**config.mk**
```make
export PLATFORM = sky130hd
export DESIGN_NAME = amd_sqrt_pipe
export DESIGN_NICKNAME = d
export VERILOG_FILES = /design/src/design/amd_pkg.sv /design/src/design/amd_sqrt_pipe.sv
export SDC_FILE = /design/constraint.sdc
export NUM_CORES = 2
export LEC_CHECK = 0
export BUFFER_PORTS_ARGS = -buffer_cell sky130_fd_sc_hd__buf_2
export CORE_MARGIN = 2
export CORE_UTILIZATION = 55
export DETAILED_ROUTE_END_ITERATION = 8
export PLACE_DENSITY = 0.71
export SLEW_MARGIN = 15
export SYNTH_ARGS = -nofsm -noshare
export SYNTH_HDL_FRONTEND = slang
export SYNTH_SLANG_ARGS = --single-unit
export TNS_END_PERCENT = 100
```
**constraint.sdc**
```tcl
create_clock -name clk -period 5.74 [get_ports clk]
set_clock_uncertainty 0.2 [all_clocks]
set_input_delay 0.574 -clock clk [delete_from_list [all_inputs] [get_ports clk]]
set_output_delay 0.574 -clock clk [all_outputs]
set_load 0.05 [all_outputs]
```
**src/design/amd_pkg.sv**
```systemverilog
// Shared types and constants for the accelerometer magnitude and direction block.
package amd_pkg;

  localparam int CORDIC_STEPS = 28;
  localparam int SUM_W = 26;
  localparam int ROOT_W = 13;
  localparam int PSQ_W = 58;
  localparam int HROOT_W = 29;
  localparam int CX_W = 32;
  localparam int ANG_W = 33;
  localparam int AXES = 3;
  localparam logic [ANG_W-1:0] PI_Q30 = 33'd3373259426;
  localparam logic [ANG_W-1:0] PI_HALF_Q30 = 33'd1686629713;

  typedef struct packed {
    logic [15:0] x_word;
    logic [15:0] y_word;
    logic [15:0] z_word;
  } amd_in_t;

  typedef struct packed {
    logic [12:0] magnitude;
    logic [15:0] angle_x;
    logic [15:0] angle_y;
    logic [15:0] angle_z;
    logic        zero_vector;
  } amd_out_t;

  typedef struct packed {
    logic axis_zero;
    logic perp_zero;
    logic neg;
  } amd_axis_flags_t;

  function automatic logic [ANG_W-1:0] atan_q30(input int i);
    logic [ANG_W-1:0] t;
    unique case (i)
      0: t = 33'd843314857;
      1: t = 33'd497837829;
      2: t = 33'd263043837;
      3: t = 33'd133525159;
      4: t = 33'd67021687;
      5: t = 33'd33543516;
      6: t = 33'd16775851;
      7: t = 33'd8388437;
      8: t = 33'd4194283;
      9: t = 33'd2097149;
      default: t = ANG_W'(64'd1 << (30 - i));
    endcase
    return t;
  endfunction

endpackage

```
**src/design/amd_sqrt_pipe.sv**
```systemverilog
// Pipelined restoring square root, one result bit per stage, with side payload.
module amd_sqrt_pipe import amd_pkg::*; #(
  parameter int IN_W = 58,
  parameter int OUT_W = 29,
  parameter int SIDE_W = 1
) (
  input  logic              clk,
  input  logic              rst,
  input  logic              in_valid,
  input  logic [IN_W-1:0]   radicand,
  input  logic [SIDE_W-1:0] in_side,
  output logic              out_valid,
  output logic [OUT_W-1:0]  root,
  output logic [OUT_W:0]    remainder,
  output logic [SIDE_W-1:0] out_side
);

  localparam int PAD_W = 2 * OUT_W;

  logic [PAD_W-1:0]  rad_s [OUT_W+1];
  logic [OUT_W:0]    rem_s [OUT_W+1];
  logic [OUT_W-1:0]  root_s [OUT_W+1];
  logic [SIDE_W-1:0] side_s [OUT_W+1];
  logic              vld_s [OUT_W+1];

  assign rad_s[0] = PAD_W'(radicand);
  assign rem_s[0] = '0;
  assign root_s[0] = '0;
  assign side_s[0] = in_side;
  assign vld_s[0] = in_valid;

  for (genvar k = 0; k < OUT_W; k++) begin : g_stage
    logic [OUT_W+1:0] trial;
    logic [OUT_W+1:0] cand;
    // The partial remainder entering a stage is at most twice the partial root,
    // so its top bit is always clear there.
    assign cand = {rem_s[k][OUT_W-1:0], rad_s[k][PAD_W-1 -: 2]};
    assign trial = cand - {root_s[k], 2'b01};
    always_ff @(posedge clk) begin
      if (rst) begin
        vld_s[k+1] <= 1'b0;
      end else begin
        vld_s[k+1] <= vld_s[k];
      end
      rad_s[k+1] <= rad_s[k] << 2;
      side_s[k+1] <= side_s[k];
      if (!trial[OUT_W+1]) begin
        rem_s[k+1] <= trial[OUT_W:0];
        root_s[k+1] <= {root_s[k][OUT_W-2:0], 1'b1};
      end else begin
        rem_s[k+1] <= cand[OUT_W:0];
        root_s[k+1] <= {root_s[k][OUT_W-2:0], 1'b0};
      end
    end
  end

  assign out_valid = vld_s[OUT_W];
  assign root = root_s[OUT_W];
  assign remainder = rem_s[OUT_W];
  assign out_side = side_s[OUT_W];

endmodule

```
# Word-level counts from Yosys, hierarchy flattened
# Cells that the tools add are included.
# word_totals
ff_bits	2121
out_inout_bits	61
in_bits	62
# op_classes
n_mux	58
add_sub_neg	29
# op_table
operator	count
$mux W29	27
$sub A31 B10 Y31	1
$sub A31 B11 Y31	1
$sub A31 B12 Y31	1
$sub A31 B13 Y31	1
$sub A31 B14 Y31	1
$sub A31 B15 Y31	1
$sub A31 B16 Y31	1
$sub A31 B17 Y31	1
$sub A31 B18 Y31	1
$sub A31 B19 Y31	1
$sub A31 B20 Y31	1
$sub A31 B21 Y31	1
$sub A31 B22 Y31	1
$sub A31 B23 Y31	1
$sub A31 B24 Y31	1
$sub A31 B25 Y31	1
$sub A31 B26 Y31	1
$sub A31 B27 Y31	1
$sub A31 B28 Y31	1
$sub A31 B29 Y31	1
$sub A31 B30 Y31	1
$sub A31 B4 Y31	1
$sub A31 B5 Y31	1
other kinds (9)	37

# Depth between registers and ports, before layout
# logic_depth
word_depth	2
depth_mapped	15
mapped_depth_nobuf	13

# Worst setup path after synthesis
# Ideal clock, no wire load.
# synth_timing
path_kind	register to register
startpoint	reg rem_s, in the netlist g_stage[12].cand[21]
endpoint	reg rem_s, in the netlist g_stage[13].cand[27]
stages_incl_launch_ff	11
arrival_ns	3.400
path_buffers	0
period_less_slack_ns	3.718
setup_ns	0.118
slack_ns	2.022
required_time_ns	5.422
path_cell_list	dfxtp_1 -> or3_1 -> or2_1 -> or3_1 -> or4_1 -> or3_1 -> a311oi_2 -> xnor2_2 -> nand4b_1 -> or4_1 -> xnor2_1
# synth_via
elab_chain_cells	2
# synth_lines
item	line	rtl
start, declared	amd_sqrt_pipe.sv:21	logic [OUT_W:0] rem_s [OUT_W+1];
start signal, assigned by index	amd_sqrt_pipe.sv:48	rem_s[k+1] <= trial[OUT_W:0];
start signal, assigned by index	amd_sqrt_pipe.sv:51	rem_s[k+1] <= cand[OUT_W:0];
$sub A31 B14 Y31	amd_sqrt_pipe.sv:38	assign trial = cand - {root_s[k], 2'b01};
$mux W29	amd_sqrt_pipe.sv:47	if (!trial[OUT_W+1]) begin
# Every way passes these cells.
# A chain may end at the register's enable or synchronous reset.

# Worst setup path after layout
# layout_timing
startpoint	reg root_s[116] in the netlist's numbering
endpoint	reg rem_s, in the netlist g_stage[26].cand[7]
# layout_via
elab_chain_cells	2
# layout_lines
item	line	rtl
start, declared	amd_sqrt_pipe.sv:22	logic [OUT_W-1:0] root_s [OUT_W+1];
start signal, assigned by index	amd_sqrt_pipe.sv:49	root_s[k+1] <= {root_s[k][OUT_W-2:0], 1'b1};
start signal, assigned by index	amd_sqrt_pipe.sv:52	root_s[k+1] <= {root_s[k][OUT_W-2:0], 1'b0};
$sub A31 B27 Y31	amd_sqrt_pipe.sv:38	
$mux W29	amd_sqrt_pipe.sv:47	
# Every way passes these cells.

==> metrics.md <==
| Metric | Value |
|---|---|
| Detailed Routing Iterations Pass 1 | `7` |
| Die area | `0.139 sq mm` |
| Comb pwr share | `between 30% and 40%` |
| Worst Hold Class | `flop to flop` |
| WS Path Type | `flop to flop` |
| Synth cell types | `94` |
| Accumulated negative setup slack | `0 ns` |
| Post-Synthesis Cells | `about 7.1k` |
| Layout cell share with drive strength beyond 1 | `about a tenth` |
| Reg2reg start | `root_s[116]$_DFF_P_` |
| Die height | `between 300 and 400 um` |
| Maximum fanout along the worst path | `26` |
| PostCTS Resize Cnt | `0` |
| Initial core utilization | `a little under three fifths` |
| Gr usage total | `19.4%` |
| Post-layout util | `62.5%` |
| Final Setup Violations | `0` |
| PortBufs | `~120` |
| Cell Pwr Density | `between 600 and 700 mW/mm^2` |
| Worst Max-Slew Pin Slew | `~1.1 ns` |
| Fin crit period | `roughly 4.5 ns` |
| Final worst-path cycle share | `~78%` |
| Drc violations | `0` |
| Number of synthesized flops with an enable pin | `0` |
| Largest net degree at the start of global routing | `53` |
| Clk pwr share | `a little under a quarter` |
| Main synth FF type | `dfxtp_1` |
| Initial antenna violation count | `1` |
| Worst-Skew Late Latency | `slightly above 0.8 ns` |
| Asr flop ratio synth | `0%` |
| Post-Syn Nets | `7590` |
| Fin. Hold Viols | `0` |
| Synthesis warning total | `0` |
| Sequential share of the synthesized area | `56.1%` |
| Cells after DPL | `around 8.9k` |
| Crit path from | `root_s[116]$_DFF_P_` |
| Rel. slew slack | `25.9%` |
| Site Rows | `between 100 and 150` |
| Core Box Area | `0.135 sq mm` |
| N_diodes | `0` |
| Maximum VDD drop | `about 0.34 mV` |
| CP Launch Type | `flop` |
| Switching power | `about 20 mW` |
| Final Max Tran Viols | `0` |
| Clock root buffer | `clkbuf_16` |
| Placed wire-length estimate | `roughly 99000 um` |
| Outcome | `finished, final reports clean` |
| First-pass GRT wire length | `between 200000 and 250000 um` |
| ANT nets after route | `0` |
| Die X-Extent | `~370 um` |
| Post-Place Setup Slack | `approximately 1.3 ns` |
| Max H-tree Level | `4` |
| Switch share | `35.7%` |
| WL final | `136000 um` |
| Clock Sinks | `between 2k and 2.5k` |
| Hold Crit Start | `rad_s[1523]$_DFF_P_` |
| Synth area leader | `dfxtp_1` |
| Setup WS post-layout | `~1.3 ns` |
| Critical Path AT | `between 4 and 5 ns` |
| Synth area leaders | `dfxtp_1, ha_1, xor2_1, xnor2_1, o21ai_0` |
| Synthesized cell area | `approximately 0.075 sq mm` |
| Sequential Power Share | `37.3%` |
| GRT Residual Overflow | `0` |
| Final nets | `approximately 7.9k` |
| Syn-to-layout area delta | `13.0%` |
| I/O pins | `between 100 and 150` |
| Average size of a mapped cell | `between 10 and 15 sq um` |
| RePlAce Congestion | `between 0.9 and 1` |
| CP endpoint kind | `flop` |
| Maxcap violations | `0` |
| Avg WL per Cell | `14.6 um` |
| DRT iter0 DRCs | `~2.7k` |
| Vias per inst | `5.21` |
| Max Root-Sink Buffers | `3` |
| Worst-path clk slew | `roughly 0.060 ns` |
| Non-filler instance count after layout | `roughly 9.3k` |
| Number of global-route vias before repair | `about 47k` |
| TritonCTS clock tree | `built` |
| Synth Register Bits | `approximately 2.1k` |
| Int Pwr | `around 36 mW` |
| Total number of vias | `just under 50k` |
| RSZ-0062 raised after global routing | `false` |
| Lkg Pwr | `roughly 37 nW` |
| CTS Buf Count | `a little under 200` |
| Overall power | `roughly 55 mW` |
| Fmax | `roughly 0.22 GHz` |
| Worst EP required | `between 6 and 7 ns` |
| Area share of the largest cell type after synthesis | `a little under three fifths` |
path summary, 6_finish.rpt:
kind,end,slack [ns],cells past startpoint
min,rad_s[1467]$_DFF_P_,0.12,0
max,g_stage[26].cand[7]$_DFF_P_,1.29,12
max reg2reg,g_stage[26].cand[7]$_DFF_P_,1.29,12
min reg2reg,rad_s[1467]$_DFF_P_,0.12,0
critical path: stages (launching register included):
cell and delay (ns):
dfxtp_1 0.34, inv_1 0.05, ha_1 0.33, nor2b_1 0.16
o31ai_1 0.47, a2111oi_0 0.24, or3b_2 0.60, a311oi_1 0.40
o21bai_1 0.20, a41oi_1 0.33, xnor2_2 0.22, buf_4 0.39
mux2_2 0.38
layer usage:
| metal | up-vias | GRT usage [%] | routed length [um] |
|---|---|---|---|
| li1 | 24690 | - | - |
| met1 | 22447 | 24.5 | 62400 |
| met2 | 989 | 33.1 | 63700 |
| met3 | 295 | 3.17 | 5460 |
| met4 | 0 | 7.51 | 4130 |
| met5 | - | 0 | 0 |
layout by cell type, fill, tap and decap left out, drive strengths merged, types with 18 or more instances in the layout:
| cell | n |
|---|---|
| dfxtp | 2094 |
| inv | 574 |
| nand2 | 521 |
| ha | 436 |
| o21ai | 429 |
| nor2 | 353 |
| xor2 | 346 |
| xnor2 | 323 |
| clkbuf | 272 |
| a21oi | 271 |
| nor3 | 174 |
| mux2 | 164 |
| a21o | 156 |
| buf | 148 |
| nor2b | 92 |
| o21a | 89 |
| nand3 | 87 |
| nand2b | 83 |
| o31ai | 64 |
| dlygate4sd3 | 63 |
| nor4 | 63 |
| or3 | 55 |
| nand4 | 52 |
| clkinv | 48 |
| a31oi | 43 |
| a211oi | 37 |
| or2 | 34 |
| and3 | 33 |
| a21boi | 29 |
| or4 | 29 |
| and2 | 28 |
| o211ai | 24 |
| o21bai | 24 |
| o41ai | 20 |
| nand3b | 18 |
cell usage after synthesis (26+ instances only):
library cell  count
xor2_1          345
nand4_1          51
o31ai_1          63
a21boi_0         29
mux2_2          159
and3_1           33
o21ai_0         428
ha_1            436
a21o_1          156
a21oi_1         270
a211oi_1         37
xnor2_1         322
or2_2            33
nor2b_1          92
or4_1            26
nor2_1          353
nand2b_1         82
dfxtp_1        2094
nand3_1          87
o21a_1           89
clkbuf_1         90
nor3_1          174
buf_4            29
nand2_1         521
and2_1           28
or3_1            54
inv_1           559
nor4_1           62
a31oi_1          43
flip-flops by register name (all words and copies together) (netlist names):
signal        count
rad_s           756
root_s          406
g_stage.cand    815
out_side          1
root             29
vld_s            28
remainder        30
out_valid         1
side_s           28
cell families after synthesis:
group | share of synthesized area [%]
compound gates | 11.4
xor+xnor | 7.87
fa+ha+maj | 7.31
buf+inv | 3.71
flops | 56.1
mux | 2.62
other cells | 0.00502
simple gates | 10.9
metrics by stage:
step,hold WS (ns),cell area (sq um)
CTS,0.118,84400
finish,0.115,84400
global route,0.118,84400
floorplan,0.110,74700
global placement,0.110,77200
detailed placement,0.112,77200
area by class of cell:
cell class | instances | area (sq um)
Fill cell | 10767 | 50700
Clock inverter | 83 | 1020
Inverter | 563 | 2110
Timing Repair Buffer | 211 | 1450
Tap cell | 1781 | 2230
Clock buffer | 272 | 5550
Sequential cell | 2094 | 41900
Multi-Input combinational cell | 4295 | 30100
power by group through the flow:
stage                     clock network [mW]  registers [mW]  logic (mW)
after CTS                               13.2            20.6        21.7
after global placement                     0            20.8        20.9
final                                   12.8            20.6        21.8
after global routing                    13.8            20.9        24.3
after floorplan                            0            20.3        17.3
after detailed placement                   0            20.8        21.5
repair_timing:
| action | in CTS | in global routing |
|---|---|---|
| hold endpoints to repair | 89 | 0 |
| hold buffers | 63 | 0 |
| endpoints found under the setup margin | 0 | 0 |
| setup buffers | 0 | 0 |
Power figures use the tool's default switching activity.
